## src/rtl/core/blqd_pkg.sv

```systemverilog
// Package for the bounded list deque core.
// Holds request and status codes, field widths and the cell control struct.
// No dependencies.
package blqd_pkg;

   localparam int CAPACITY_DEF = 64;
   localparam int DATA_W       = 32;
   localparam int TYPE_W       = 3;
   localparam int POS_W        = 7;
   localparam int STATUS_W     = 2;
   localparam int COUNT_W      = 7;
   localparam int REQ_TDATA_W  = 40;
   localparam int RSP_TDATA_W  = 48;

   typedef enum logic [TYPE_W-1:0] {
      REQ_PUSH_BACK  = 3'd0,
      REQ_PUSH_FRONT = 3'd1,
      REQ_POP_BACK   = 3'd2,
      REQ_POP_FRONT  = 3'd3,
      REQ_INSERT     = 3'd4
   } req_kind_type;

   typedef enum logic [STATUS_W-1:0] {
      ST_OK    = 2'd0,
      ST_EMPTY = 2'd1,
      ST_FULL  = 2'd2
   } status_type;

   typedef struct packed {
      logic put;
      logic shift_down;
      logic drop_back;
   } cell_ctrl_type;

endpackage

```

## src/rtl/core/blqd_cell.sv

```systemverilog
// One storage cell of the deque chain: a value and an occupied flag.
// Takes data from its left or right neighbor or the broadcast value.
// Depends on blqd_pkg.
module blqd_cell #(
   parameter int INDEX = 0,
   parameter int CNT_W = 7
) (
   input  logic                    clock,
   input  logic                    reset,
   input  blqd_pkg::cell_ctrl_type ctrl,
   input  logic [CNT_W-1:0]        ins_idx,
   input  logic [blqd_pkg::DATA_W-1:0] new_value,
   input  logic                    left_occ,
   input  logic [blqd_pkg::DATA_W-1:0] left_value,
   input  logic                    right_occ,
   input  logic [blqd_pkg::DATA_W-1:0] right_value,
   output logic                    occ,
   output logic                    is_last,
   output logic [blqd_pkg::DATA_W-1:0] value
);
   import blqd_pkg::*;

   localparam logic [CNT_W-1:0] MY_IDX = CNT_W'(INDEX);

   logic [DATA_W-1:0] value_ff, value_in;
   logic              occ_ff, occ_in;
   logic              sel_new, sel_up;

   always_comb begin
      sel_new  = ctrl.put && (ins_idx == MY_IDX);
      sel_up   = ctrl.put && (ins_idx < MY_IDX) && left_occ;
      value_in = value_ff;
      if (sel_new) begin
         value_in = new_value;
      end else if (sel_up) begin
         value_in = left_value;
      end else if (ctrl.shift_down) begin
         value_in = right_value;
      end
      occ_in = occ_ff;
      if (ctrl.put) begin
         occ_in = left_occ;
      end else if (ctrl.shift_down || ctrl.drop_back) begin
         occ_in = right_occ;
      end
   end

   always_ff @(posedge clock) begin
      value_ff <= value_in;
   end

   always_ff @(posedge clock) begin
      if (reset) begin
         occ_ff <= 1'b0;
      end else begin
         occ_ff <= occ_in;
      end
   end

   assign occ     = occ_ff;
   assign is_last = occ_ff && !right_occ;
   assign value   = value_ff;

endmodule

```

## config.mk

```make
export PLATFORM = sky130hd
export DESIGN_NAME = blqd_cell
export DESIGN_NICKNAME = d
export VERILOG_FILES = /design/src/rtl/core/blqd_pkg.sv /design/src/rtl/core/blqd_cell.sv
export SDC_FILE = /design/constraint.sdc
export NUM_CORES = 1
export LEC_CHECK = 0
export BUFFER_PORTS_ARGS = -buffer_cell sky130_fd_sc_hd__clkbuf_2
export CORE_UTILIZATION = 38
export CTS_BUF_LIST = sky130_fd_sc_hd__clkbuf_4 sky130_fd_sc_hd__clkbuf_8
export CTS_CLUSTER_DIAMETER = 100
export DETAILED_ROUTE_END_ITERATION = 12
export GPL_ROUTABILITY_DRIVEN = 1
export PLACE_DENSITY = 0.85
export SYNTH_ARGS = -nofsm -noshare
export SYNTH_HDL_FRONTEND = slang
export SYNTH_SLANG_ARGS = --single-unit
```

## constraint.sdc

```tcl
create_clock -name clock -period 2.7 [get_ports clock]
set_input_delay 0.54 -clock clock [delete_from_list [all_inputs] [get_ports clock]]
set_output_delay 0.54 -clock clock [all_outputs]
set_load 0.01 [all_outputs]
```

==> run summary, run 1 <==
H-tree depth - 2
synthesized instance count - 78
hpwl dp - 2.44 mm
row cnt - 22
core area - 3800 sq um
Worst R2R Setup Slack - 1.73 ns
post-synthesis cell area - 1560 sq um
Post-Syn Nets - 188
peak supply drop - 0.267 mV
Final Hold Viols - 0
vias in the first global route - 1105
pin count of the biggest net entering global routing - 20
Clk pwr share - 32.8%
Clk pin slew, worst setup/hold paths - 0.06 ns
Internal - 0.938 mW
PD cells - 518 nW/um^2
die area - 4370 sq um
Routed Wire Length - 3.03 mm
Die W - 66.1 microns
Antenna Nets Post-Route - 0
CTS tree - yes
Tcrit/Tclk final - 67.3%
Clock Skews - 0 ns
Pleak - 1.17 nW
CTS resizes - 0
Avg Inst Size Synth - 20.0 sq um
sequential share of power - 52.6%
IO Pins - 144
GRT Residual Overflow - 0
Clk Latency, worst-skew pair - 0.27 ns
Routed wire per std cell - 12.4 microns
max-slew violations - 0
Worst slew margin - 69.4%
share of layout cells above drive strength 1 - 79.7%
Synth top area share - 61.6%
vias per cell - 4.51
status - completed
placed insts - 237
initial antenna violation count - 0
power share of the combinational group - 14.7%
Max-Cap Viols - 0
post-CTS setup buffers - 0
Starting Density - 41.1%
initial DRC count - 59
clock buffer count from CTS - 5
CP Data Arrival Time - 1.84 ns
Synth Warn # - 0
Slew @ Worst Pin - 0.457 ns
area grow syn2layout - 45.8%
post-synthesis sequential element count - 33
router iterations before antenna repair - 4
Distinct cells, synth - 14
Setup violations, final - 0
startpoint class of the critical path - input port
worst-case clock buffer depth - 2
Total Routing Usage GR - 14.6%
top post-synthesis cells by area - edfxtp_1, mux2_4, buf_6
DIE HEIGHT - 66.1 microns
leading area contributor after synthesis - edfxtp_1
CTS root buf - clkbuf_8
RSZ-0062 raised after global routing - false
CP Class - in -> reg
Worst Hold End - occ$_SDFFE_PP0P_
Final GP Congestion - 0.664
Fin Setup TNS - 0 ns
Req. time, crit path - 2.72 ns
Net Switching - 0.242 mW
cells on worst reg2reg path - 3
Pwr Total - 1.18 mW
WHS - 0.422 ns
sequential share of the synthesized area - 62.9%
non-filler cells, final - 245
switching fraction of total power - 20.5%
Min-Delay Startpoint - reset
minimum clock period - 1.82 ns
critical path endpoint category - flip-flop
fmax - 0.550 GHz
fin nets - 306
Hold Path Class - in -> reg
vias - 1105
CP max FO - 19
clock sinks - 33
hold_buf cts - 0
drc violations - 0
R2R Path End - occ$_SDFFE_PP0P_
first-pass GRT wire length - 4.51 mm
PortBufs - 111
diode count - 0
reg2reg start - occ$_SDFFE_PP0P_
Hold Path Depth - 2
[cell usage after synthesis]
master,count
nor4b_2,1
dfxtp_1,1
nor4_2,1
mux2_4,29
buf_6,3
edfxtp_1,32
mux2_2,3
nor2b_1,2
nand2b_1,1
o21bai_1,1
nand2_2,1
a21oi_1,1
or3_1,1
nor3_1,1
[power groups by stage]
stage	Clock, mW	Sequential, mW	Combinational (mW)
4_1_cts	0.400	0.621	0.175
5_1_grt	0.426	0.624	0.187
6_report	0.386	0.620	0.173
3_5_place_dp	0	0.631	0.175
2_1_floorplan	0	0.653	0.0489
3_3_place_gp	0	0.629	0.170
[how the worst max path moves through the flow]
stage          startpoint  cells after the start  slack, ns                   to
2_1_floorplan  ins_idx[5]                      4       0.40   value[0]$_DFFE_PP_
5_1_grt        ins_idx[5]                      5       0.79  value[10]$_DFFE_PP_
3_5_place_dp   ins_idx[5]                      5       0.55  value[10]$_DFFE_PP_
4_1_cts        ins_idx[5]                      5       0.86  value[10]$_DFFE_PP_
3_3_place_gp   ins_idx[5]                      5       0.58  value[10]$_DFFE_PP_
6_report       ins_idx[5]                      5       0.88  value[10]$_DFFE_PP_
[layout by cell type (no fill, tap or decap)]
cell type  count
a21oi_1        1
buf_12         1
buf_4          2
clkbuf_2     111
clkbuf_4       2
clkbuf_8       6
dfxtp_1        1
edfxtp_1      32
mux2_2         3
mux2_4        29
nand2_2        1
nand2b_1       1
nor2b_1        2
nor3_1         1
nor4_2         1
nor4b_2        1
o21bai_1       1
or3_1          1
[worst max-delay path: stages]
cell and delay [ns]:
clkbuf_2 0.08, nor4b_2 0.29, nand2_2 0.32, buf_12 0.29
mux2_4 0.31
[flip-flops by register name (all words and copies together) (netlist names)]
| name | count |
|---|---|
| occ | 1 |
| value | 32 |
[cells by family after synthesis]
logic type / synth area share (%)
flip-flops: 62.9
multiplexers: 30.1
AND/OR/NAND/NOR: 4.09
AO/OA/AOI/OAI: 0.802
buffers and inverters: 2.17
[layer usage]
layer	global-route usage (%)	part of all wire (%)
met4	9.57	2.2
met1	12.6	37
met3	4.48	9.6
met5	0	0
met2	28.3	51
[area by class of cell]
cell class | instances | area [sq um]
Multi-Input combinational cell | 42 | 546
Tap cell | 48 | 60.1
Clock buffer | 8 | 97.6
Sequential cell | 33 | 981
Fill cell | 300 | 1520
Timing Repair Buffer | 114 | 591
[metrics by stage]
step                      utilization (%)  area, sq um  worst slack (ns)
after global routing                 59.9         2270             0.785
final                                59.9         2270             0.882
after floorplan                         -         1560             0.400
after detailed placement             57.3         2180             0.555
after global placement               57.3         2180             0.575
after CTS                            59.9         2270             0.855
(Power assumes the default switching activity.)
==> run 2, diff against run 1 <==
--- a/config.mk
+++ b/config.mk
@@ -6,12 +6,12 @@
 export NUM_CORES = 1
 export LEC_CHECK = 0
 export BUFFER_PORTS_ARGS = -buffer_cell sky130_fd_sc_hd__clkbuf_2
-export CORE_UTILIZATION = 38
+export CORE_UTILIZATION = 34
 export CTS_BUF_LIST = sky130_fd_sc_hd__clkbuf_4 sky130_fd_sc_hd__clkbuf_8
 export CTS_CLUSTER_DIAMETER = 100
 export DETAILED_ROUTE_END_ITERATION = 12
 export GPL_ROUTABILITY_DRIVEN = 1
-export PLACE_DENSITY = 0.85
+export PLACE_DENSITY = 0.81
 export SYNTH_ARGS = -nofsm -noshare
 export SYNTH_HDL_FRONTEND = slang
 export SYNTH_SLANG_ARGS = --single-unit
==> constraint.sdc (replaced) <==
create_clock -name clock -period 1.55 [get_ports clock]
set_input_delay 0.31 -clock clock [delete_from_list [all_inputs] [get_ports clock]]
set_output_delay 0.31 -clock clock [all_outputs]
set_load 0.01 [all_outputs]
==> run summary, run 2 (synthesis gave the netlist of run 1 again) <==
status - completed
pin count of the biggest net entering global routing - 26
vias per cell - 4.50
CP Data Arrival Time - 1.35 ns
Design Area, Final - 2330 sq um
Antenna Nets Post-Route - 0
Final Hold Viols - 0
RSZ-0062 raised after global routing - false
area grow syn2layout - 49.2%
hold_buf cts - 0
PD cells - 928 nW/um^2
Clk Latency, worst-skew pair - 0.27 ns
placed insts - 243
Tcrit/Tclk final - 85.5%
IO Pins - 144
vias - 1130
first-pass GRT wire length - 5.02 mm
CTS root buf - clkbuf_8
placed inst area - 2220 sq um
Fin Setup TNS - 0 ns
initial antenna violation count - 0
startpoint class of the critical path - input port
Total Routing Usage GR - 13.9%
Final GP Congestion - 0.680
row cnt - 24
peak supply drop - 0.443 mV
worst-case clock buffer depth - 2
drc violations - 0
diode count - 0
fmax - 0.754 GHz
Routed wire per std cell - 12.8 microns
CP max FO - 9
die area - 4860 sq um
Max-Cap Viols - 0
initial DRC count - 67
CTS tree - yes
CTS resizes - 0
DIE HEIGHT - 69.7 microns
Hold Path Class - in -> reg
vias in the first global route - 1091
fin nets - 308
non-filler cells, final - 251
Slew @ Worst Pin - 0.241 ns
clock sinks - 33
H-tree depth - 2
commonest non-fill, non-tap cell in the layout - clkbuf_2
share of layout cells above drive strength 1 - 79.9%
Routed Wire Length - 3.20 mm
clock buffer count from CTS - 5
Starting Density - 35.6%
max reg flops - 32
Pleak - 1.19 nW
minimum clock period - 1.33 ns
critical path endpoint category - flip-flop
post-CTS setup buffers - 0
GRT Residual Overflow - 0
Worst slew margin - 83.9%
CP Class - in -> reg
Setup violations, final - 0
router iterations before antenna repair - 4
Final Core Density - 53.1%
PortBufs - 111
Worst R2R Setup Slack - 0.56 ns
core area - 4380 sq um
hpwl dp - 2.62 mm
max-slew violations - 0
Clock Skews - 0 ns
Clk pin slew, worst setup/hold paths - 0.06 ns
Die W - 69.7 microns
most frequent cells in the layout - clkbuf_2, edfxtp_1, mux2_4
Req. time, crit path - 1.57 ns
run 2: through the flow:
| stage | hold WS, ns | setup WS, ns | total power [mW] |
|---|---|---|---|
| after floorplan | 0.389 | 0.0258 | 1.22 |
| after CTS | 0.184 | 0.217 | 2.20 |
| after global routing | 0.191 | 0.190 | 2.25 |
| after detailed placement | 0.482 | -0.0754 | 1.41 |
| final | 0.192 | 0.224 | 2.16 |
| after global placement | 0.481 | -0.0561 | 1.40 |
run 2: metal layers:
layer | wire length (microns) | track usage (%) | vias up
li1 | - | - | 544
met1 | 1200 | 13.7 | 520
met2 | 1660 | 25.4 | 64
met3 | 308 | 5.67 | 2
met4 | 34 | 6.00 | 0
met5 | 0 | 0 | -
run 2: worst max-delay path, stage by stage:
cell,delay (ns)
clkbuf_2,0.08
nor4b_2,0.29
nand2_2,0.13
buf_4,0.21
mux2_4,0.31
run 2: final cells by class:
type                    instances  area (sq um)
flip-flops and latches         33           981
clock buffers                   6          76.3
well taps                      52          65.1
fillers                       377          2060
clock inverters                 2          33.8
multi-input cells              42           553
repair buffers                116           618
run 2: path summary, 6_finish.rpt:
check,start,end,cells past startpoint
max reg2reg,occ$_SDFFE_PP0P_,occ$_SDFFE_PP0P_,3
min reg2reg,occ$_SDFFE_PP0P_,occ$_SDFFE_PP0P_,3
max,ins_idx[5],value[10]$_DFFE_PP_,5
min,reset,occ$_SDFFE_PP0P_,2
run 2: report_power, final:
part / internal [mW] / switching, mW / leakage [nW]
registers: 1.06 / 0.0179 / 0.322
clock network: 0.491 / 0.281 / 0.0563
logic: 0.183 / 0.128 / 0.814
total: 1.73 / 0.427 / 1.19
